$ cat config.mk
export PLATFORM = sky130hd
export DESIGN_NAME = dwmv_div
export DESIGN_NICKNAME = d
export VERILOG_FILES = /design/src/rtl/dwmv_div.sv
export SDC_FILE = /design/constraint.sdc
export NUM_CORES = 1
export LEC_CHECK = 0
export BUFFER_PORTS_ARGS = -buffer_cell sky130_fd_sc_hd__buf_2
export CAP_MARGIN = 20
export CORE_MARGIN = 1.5
export CORE_UTILIZATION = 60
export CTS_BUF_LIST = sky130_fd_sc_hd__clkbuf_16
export DETAILED_ROUTE_END_ITERATION = 7
export PLACE_DENSITY = 0.84
export SYNTH_ARGS = -nofsm -noshare
export SYNTH_HDL_FRONTEND = slang
export SYNTH_SLANG_ARGS = --single-unit
export TNS_END_PERCENT = 100
$ cat constraint.sdc
create_clock -name clk_i -period 7.4 [get_ports clk_i]
set_input_delay 1.11 -clock clk_i [delete_from_list [all_inputs] [get_ports clk_i]]
set_output_delay 1.11 -clock clk_i [all_outputs]
set_load 0.01 [all_outputs]
$ cat src/rtl/dwmv_div.sv
// Restoring divider that retires one quotient bit per cycle.
`default_nettype none
module dwmv_div #(
  parameter int unsigned NW = 64,
  parameter int unsigned DW = 32
) (
  input  wire logic          clk_i,
  input  wire logic          rst_ni,
  input  wire logic          start_i,
  input  wire logic [NW-1:0] num_i,
  input  wire logic [DW-1:0] den_i,
  output logic               done_o,
  output logic [NW-1:0]      quot_o
);

  localparam int unsigned CW = $clog2(NW);

  logic          busy_q, done_q;
  logic [CW-1:0] cnt_q;
  logic [NW-1:0] n_q, q_q;
  logic [DW-1:0] r_q, den_q, r_d;
  logic [DW:0]   r_sh, r_nx;
  logic          ge;

  always_comb begin
    r_sh = {r_q, n_q[NW-1]};
    ge   = r_sh >= {1'b0, den_q};
    r_nx = ge ? (r_sh - {1'b0, den_q}) : r_sh;
    r_d  = r_nx[DW-1:0];
  end

  always_ff @(posedge clk_i or negedge rst_ni) begin
    if (!rst_ni) begin
      busy_q <= 1'b0;
      done_q <= 1'b0;
      cnt_q  <= '0;
    end else if (start_i) begin
      busy_q <= 1'b1;
      done_q <= 1'b0;
      cnt_q  <= CW'(NW - 1);
    end else if (busy_q) begin
      if (cnt_q == '0) begin
        busy_q <= 1'b0;
        done_q <= 1'b1;
      end else begin
        cnt_q <= cnt_q - 1'b1;
      end
    end else begin
      done_q <= 1'b0;
    end
  end

  always_ff @(posedge clk_i) begin
    if (start_i) begin
      n_q   <= num_i;
      den_q <= den_i;
      r_q   <= '0;
      q_q   <= '0;
    end else if (busy_q) begin
      n_q <= {n_q[NW-2:0], 1'b0};
      q_q <= {q_q[NW-2:0], ge};
      r_q <= r_d;
    end
  end

  assign done_o = done_q;
  assign quot_o = q_q;

endmodule
`default_nettype wire

==> flow_metrics.env, run 1 <==
export IMPL_die_x_um=129.9
export IMPL_yosys_cell_types_count=67
export IMPL_cp_end_kind="flip-flop"
export IMPL_clockBufferDepth=2
export IMPL_multi_input_area_mm2=0.004249
export IMPL_reg2reg_from="den_q[0]"
export IMPL_port_buffers=163
export IMPL_wl_per_cell_um=15.76
export IMPL_clk_latency_ps=430
export IMPL_finalCriticalPeriod_ps=3140
export IMPL_power_density_mw_per_mm2=207.5
export IMPL_viasPerCell=5.548
export IMPL_min_to="quot_o[63]"
export IMPL_min_path_cells=2
export IMPL_synth_simple_area_share_pct=10.45
export IMPL_synthAdderAreaFrac_pct=4.614
export IMPL_synth_top_family_by_area="multiplexers"
export IMPL_ys_ff_latch=200
export IMPL_antenna_left=0
export IMPL_slew_headroom_pct=33.12
export IMPL_critPathRequiredTime_ps=7720
export IMPL_yosys_warnings=0
export IMPL_cap_viol_max_count=0
export IMPL_grt_max_degree=102
export IMPL_hold_class="flip-flop to flip-flop"
export IMPL_p_leak_nw=5.184
export IMPL_r2r_end="r_q[30]"
export IMPL_netlist_area_mm2=0.009654
export IMPL_dieArea_mm2=0.01686
export IMPL_reg2reg_slack_ps=4260
export IMPL_vias=6829
export IMPL_cts_setup_buffers=0
export IMPL_place_hpwl_mm=13.29
export IMPL_syn_nets=996
export IMPL_status="completed"
export IMPL_clock_root_buffer="clkbuf_16"
export IMPL_cts_buffers=17
export IMPL_synthCells=862
export IMPL_muxShareOfSynthArea_pct=16.28
export IMPL_route_detailed_drc=0
export IMPL_num_io_pins=164
export IMPL_syn_area_per_cell_um2=11.20
export IMPL_antenna_found_initial=2
export IMPL_synth_xor_area_share_pct=2.722
export IMPL_start_util_pct=61.00
export IMPL_hold_viol_final=0
export IMPL_setup_viol_count_final=0
export IMPL_cts_hold_fix_buffers=0
export IMPL_coreArea_mm2=0.01583
export IMPL_worstSetupPathType="flip-flop to flip-flop"
export IMPL_synth_top_flop_cell="edfxtp_1"
export IMPL_cp_start_kind="flip-flop"
export IMPL_clkTransAtPathRegs_ps=80
export IMPL_arrival_ps=3460
export IMPL_row_count=46
export IMPL_nets=1136
export IMPL_path_max_fanout=4
export IMPL_worstHoldStart="quot_o[63]"
export IMPL_synth_compound_area_share_pct=9.953
export IMPL_grt_pass1_wl_mm=31.44
export IMPL_fin_worst_skew_ps=11.45
export IMPL_drt_iter0_drc=573
export IMPL_worst_hold_slack_ps=502.1
export IMPL_grt_total_usage_pct=23.77
export IMPL_power_mw=2.306
export IMPL_grt_pass1_vias=6497
export IMPL_syn_to_final_growth_pct=15.10
export IMPL_peakVddDrop_mv=0.2132
export IMPL_wl_mm=19.40
export IMPL_fin_tns_setup_ps=0
export IMPL_cts_sinks=200
export IMPL_synth_edf_count=96
export IMPL_cts_tree="yes"
export IMPL_rsz0062_at_grt="false"
export IMPL_r2r_cells=10
export IMPL_period_share_pct=42.44
export IMPL_first_pass_iters=5
export IMPL_grt_overflow_total=0
export IMPL_globalplace_congestion=0.9221
export IMPL_fillers=1145
export IMPL_die_h_um=129.9
export IMPL_async_reset_ff_share_pct=4.000
export IMPL_diodes=0
export IMPL_slew_violations=0
export IMPL_fin_util_pct=70.21
export IMPL_tightest_slew_ps=1003
export IMPL_yosysSeqAreaShare_pct=51.84
export IMPL_ctsResizeCount=0
export IMPL_htree_levels=4
export IMPL_regArea_mm2=0.005009
export IMPL_final_layout_size_suffix_gt1_share_pct=26.60
export IMPL_fmax_mhz=318.4
area by class of cell:
cell class | count | share of cell area (%)
multi-input cells | 570 | 38.24
clock inverters | 14 | 1.013
inverters | 47 | 1.588
flip-flops and latches | 200 | 45.07
clock buffers | 18 | 4.054
repair buffers | 166 | 7.601
well taps | 216 | 2.432
state kept, by name, summed over array words and instances (netlist names):
signal / count
busy_q: 1
cnt_q: 6
den_q: 32
done_o: 1
n_q: 64
quot_o: 64
r_q: 32
worst max-delay path by stage:
stage / startpoint / end / slack (ps) / depth (start not counted)
detailed placement: start_i / n_q[63] / 4010 / 3
CTS: den_q[0] / r_q[30] / 4330 / 10
finish: den_q[0] / r_q[30] / 4260 / 10
floorplan: start_i / n_q[0] / 4230 / 3
global placement: start_i / n_q[63] / 4010 / 3
global route: n_q[63] / r_q[30] / 4150 / 11
kinds of logic (layout without fill, tap and decap cells):
logic type	Yosys count	count (layout)
AO/OA/AOI/OAI	138	138
XOR/XNOR	30	30
adder cells (fa/ha/maj)	35	35
buffers and inverters	92	245
flip-flops	200	200
multiplexers	149	149
AND/OR/NAND/NOR	218	218
report_power, final:
part           switching [mW]  internal [mW]
Clock                   0.433          0.459
Combinational          0.0917         0.0880
Sequential             0.0161           1.22
worst max-delay path, cell delays in order, from the launching register on:
cell and delay (ps):
edfxtp_1 390, ha_1 220, fa_1 410, and2b_1 230, o211ai_1 100, a311oi_1 420, o2111ai_1 340, o41ai_1 550
nor4_1 90, a211oi_1 190, o21ai_0 100
cells in the mapped netlist (all sizes together), types with 5 or more instances:
library cell  count  share of area, %
nor2            110               4.3
dfxtp            96                20
edfxtp           96                30
mux2i            85               8.8
mux2             64               7.5
inv              47               1.8
ha               34               4.4
a21oi            33               1.7
nand2            33               1.3
clkbuf           27               1.1
a211oi           24               1.9
o21ai            21               1.1
buf              18               1.3
xnor2            16               1.5
nand2b           14              0.91
nand3            14              0.73
xor2             14               1.3
a21o              8              0.62
dfrtp             8               2.1
and2              7              0.51
o211ai            7              0.54
o21a              7              0.54
and3              6              0.39
nand4             6              0.39
a311oi            5              0.45
nor3              5              0.26
nor4              5              0.32
layer usage:
metal  routed length [um]  part of all wire [%]  global-route usage (%)
met1                 8348                    43                   29.82
met2                 9460                    49                   39.28
met3                 1285                   6.6                   8.323
met4                  282                   1.5                   6.471
met5                   21                  0.11                       0
layout by cell type (no fill, tap or decap), drive strengths merged, types with 4 or more instances in the layout:
cell type and n:
a21o 8, dfxtp 96, nand2b 14, xnor2 16, o211ai 7, edfxtp 96
nor3 5, nor2 110, mux2i 85, ha 34, dfrtp 8, buf 166
nor4 5, mux2 64, nand4 6, a211oi 24, and2 7, nand2 33
clkinv 4, xor2 14, nand3 14, inv 57, o21a 7, a311oi 5
and3 6, a21oi 33, clkbuf 18, o21ai 21
stage by stage:
step / instances / setup WS [ps] / cell area, um^2
after floorplan: 862 / 4230 / 9654
after global placement: 1199 / 4007 / 10550
after detailed placement: 1199 / 4009 / 10550
after CTS: 1231 / 4329 / 11110
after global routing: 1231 / 4150 / 11110
final: 1231 / 4260 / 11110
(Power assumes the default switching activity.)
==> run 2, diff against run 1 <==
ABC_AREA = 1   (was not set)
CORE_UTILIZATION = 57   (was 60)
PLACE_DENSITY = 0.8   (was 0.84)
clock period = 3.13 ns   (was 7.4 ns; I/O delays follow)
==> run 2 against run 1 <==
  * Total power rose to 3.5 times the previous value
  * Global-route usage rose by 2.3 points
  * Clock power increased by 140%
  * Wire length up 20%
  * Sequential share of layout area down 2.1 points
  * Clock skew is 5.4 ps higher
  * Utilization is 2.8 points lower
==> flow_metrics.env, run 2 <==
export IMPL_first_pass_iters=6
export IMPL_cp_start_kind="flip-flop"
export IMPL_grt_overflow_total=0
export IMPL_startpoint="den_q[8]"
export IMPL_final_layout_size_suffix_gt1_share_pct=16.08
export IMPL_synth_top_family_by_area="simple AND/OR/NAND/NOR gates"
export IMPL_drt_iter0_drc=518
export IMPL_fillers=1486
export IMPL_r2r_end="r_q[26]"
export IMPL_clkTransAtPathRegs_ps=80
export IMPL_die_x_um=135.9
export IMPL_row_count=48
export IMPL_power_density_mw_per_mm2=684.9
export IMPL_peakVddDrop_mv=0.5156
export IMPL_place_hpwl_mm=16.96
export IMPL_cap_viol_max_count=0
export IMPL_yosys_area_top_type="edfxtp_1"
export IMPL_synth_common_cells="479 x nand2_1, 216 x inv_1, 96 x dfxtp_1, 96 x edfxtp_1, 83 x nand3_1"
export IMPL_fin_worst_skew_ps=16.80
export IMPL_yosys_warnings=0
export IMPL_slew_headroom_pct=53.22
export IMPL_synth_xor_area_share_pct=1.305
export IMPL_muxShareOfSynthArea_pct=0
export IMPL_clk_latency_ps=440
export IMPL_clockBufferDepth=2
export IMPL_reg2reg_slack_ps=630
export IMPL_grt_max_degree=68
export IMPL_dieArea_mm2=0.01847
export IMPL_globalplace_congestion=0.9264
export IMPL_p_leak_nw=5.848
export IMPL_yosys_cell_types_count=40
export IMPL_grt_total_usage_pct=26.11
export IMPL_synth_top_area_share_pct=28.64
export IMPL_slew_violations=0
export IMPL_dpl_instance_area_mm2=0.01108
export IMPL_fin_tns_setup_ps=0
export IMPL_r2r_cells=16
export IMPL_yosysSeqAreaShare_pct=49.71
export IMPL_route_detailed_drc=0
export IMPL_nets=1576
export IMPL_cp_endpoint="r_q[26]"
export IMPL_wl_met1_mm=10.43
export IMPL_cp_end_kind="flip-flop"
export IMPL_hold_class="primary input to flip-flop"
export IMPL_start_util_pct=58.20
export IMPL_mostFrequentLayoutCells="478 x nand2_1, 216 x inv_1, 162 x buf_2, 96 x edfxtp_1, 96 x dfxtp_1"
export IMPL_synth_compound_area_share_pct=6.649
export IMPL_rsz0062_at_grt="false"
export IMPL_synth_top_flop_cell="edfxtp_1"
export IMPL_cts_buffers=17
export IMPL_cts_sinks=200
export IMPL_htree_levels=4
export IMPL_wl_per_cell_um=13.80
export IMPL_worstSetupPathType="flip-flop to flip-flop"
export IMPL_syn_area_per_cell_um2=7.798
export IMPL_synthAdderAreaFrac_pct=4.425
export IMPL_fmax_mhz=399.8
export IMPL_tightest_slew_ps=701.7
export IMPL_antenna_left=0
export IMPL_die_h_um=135.9
export IMPL_syn_nets=1425
export IMPL_ys_ff_latch=200
export IMPL_ctsResizeCount=0
export IMPL_arrival_ps=2840
export IMPL_async_reset_ff_share_pct=4.000
export IMPL_grt_pass1_vias=8194
export IMPL_antenna_found_initial=1
export IMPL_wl_mm=23.20
export IMPL_met3_length_mm=1.281
export IMPL_netlist_area_mm2=0.01007
export IMPL_path_max_fanout=33
export IMPL_setup_viol_count_final=0
export IMPL_coreArea_mm2=0.01730
export IMPL_period_share_pct=79.91
export IMPL_layout_commonest_cell="nand2_1"
export IMPL_syn_to_final_growth_pct=15.81
export IMPL_clock_root_buffer="clkbuf_16"
export IMPL_port_buffers=163
export IMPL_worstHoldStart="den_i[4]"
export IMPL_critPathRequiredTime_ps=3460
export IMPL_vias=8521
export IMPL_synthCells=1291
export IMPL_synth_simple_area_share_pct=27.79
export IMPL_reg2reg_from="den_q[8]"
export IMPL_num_io_pins=164
export IMPL_synth_edf_count=96
export IMPL_highest_layer="met5"
export IMPL_synth_most_common_cell="nand2_1"
export IMPL_viasPerCell=5.069
export IMPL_hold_viol_final=0
export IMPL_wl_met2_mm=10.87
export IMPL_stdcell_area_mm2=0.01166
export IMPL_status="completed"
export IMPL_synthTopCellsByArea="edfxtp_1 29%, dfxtp_1 19%, nand2_1 18%, inv_1 8.1%, ha_1 4.2%"
export IMPL_grt_pass1_wl_mm=38.15
export IMPL_finalCriticalPeriod_ps=2501
export IMPL_cts_tree="yes"
run 2: per-layer routing:
metal  vias up  track usage (%)
li1       4407                -
met1      3855            33.35
met2       218            42.98
met3        39            6.488
met4         2            9.752
met5         -                0
run 2: area by class of cell:
type | instances | area, um^2 | share of cell area, %
repair buffers | 172 | 913.4 | 7.834
diodes | 1 | 2.502 | 0.02146
multi-input cells | 827 | 4046 | 34.71
clock inverters | 15 | 141.4 | 1.213
clock buffers | 17 | 425.4 | 3.649
well taps | 225 | 281.5 | 2.415
inverters | 224 | 843.3 | 7.233
flip-flops and latches | 200 | 5005 | 42.93
run 2: cell families (layout without fill, tap and decap cells):
family / Yosys count / after routing
XOR/XNOR: 15 / 15
flip-flops: 200 / 200
AND/OR/NAND/NOR: 662 / 662
AO/OA/AOI/OAI: 115 / 115
other: 0 / 1
adder cells (fa/ha/maj): 35 / 35
buffers and inverters: 264 / 428
run 2: how the worst min path moves through the flow:
stage / depth (start not counted) / to
floorplan: 0 / busy_q
global placement: 1 / cnt_q[4]
detailed placement: 1 / cnt_q[4]
CTS: 1 / den_q[4]
global route: 1 / den_q[2]
finish: 1 / den_q[4]
run 2: timing repair:
item                      4_1_cts  5_1_grt
hold endpoints to repair        8        0
hold buffers                    1        0
buffers inserted                0        0
run 2: report_power, final:
group	switching (mW)	total [mW]	internal [mW]	leakage, nW
sequential	0.141	3.17	3.03	1.88
clock	1.06	2.12	1.06	0.282
combinational	1.73	2.70	0.967	3.69
total	2.93	7.98	5.05	5.85
run 2: per-stage QoR:
stage,util (%),hold WS [ps],worst slack (ps),std cells,total power [mW]
4_1_cts,67.39,184.7,644.2,1680,8.004
5_1_grt,67.39,180.0,397.8,1680,8.535
3_3_place_gp,64.06,319.8,782.9,1647,5.844
6_report,67.40,201.0,628.7,1681,7.985
2_1_floorplan,-,173.9,89.96,1291,5.301
3_5_place_dp,64.06,328.0,637.0,1647,5.901
run 2: worst max-delay path, cell delays in order (launching register included):
cell and delay, ps:
edfxtp_1 320, inv_1 40, ha_1 330, nand2_1 170
inv_2 50, nand2_1 60, nand2_1 80, inv_2 60
nand3_2 120, nand2_1 120, nand2_2 80, nand2_4 330
nand2_8 220, nand2_2 190, nand2_1 80, nand2_1 80
nand2_1 50
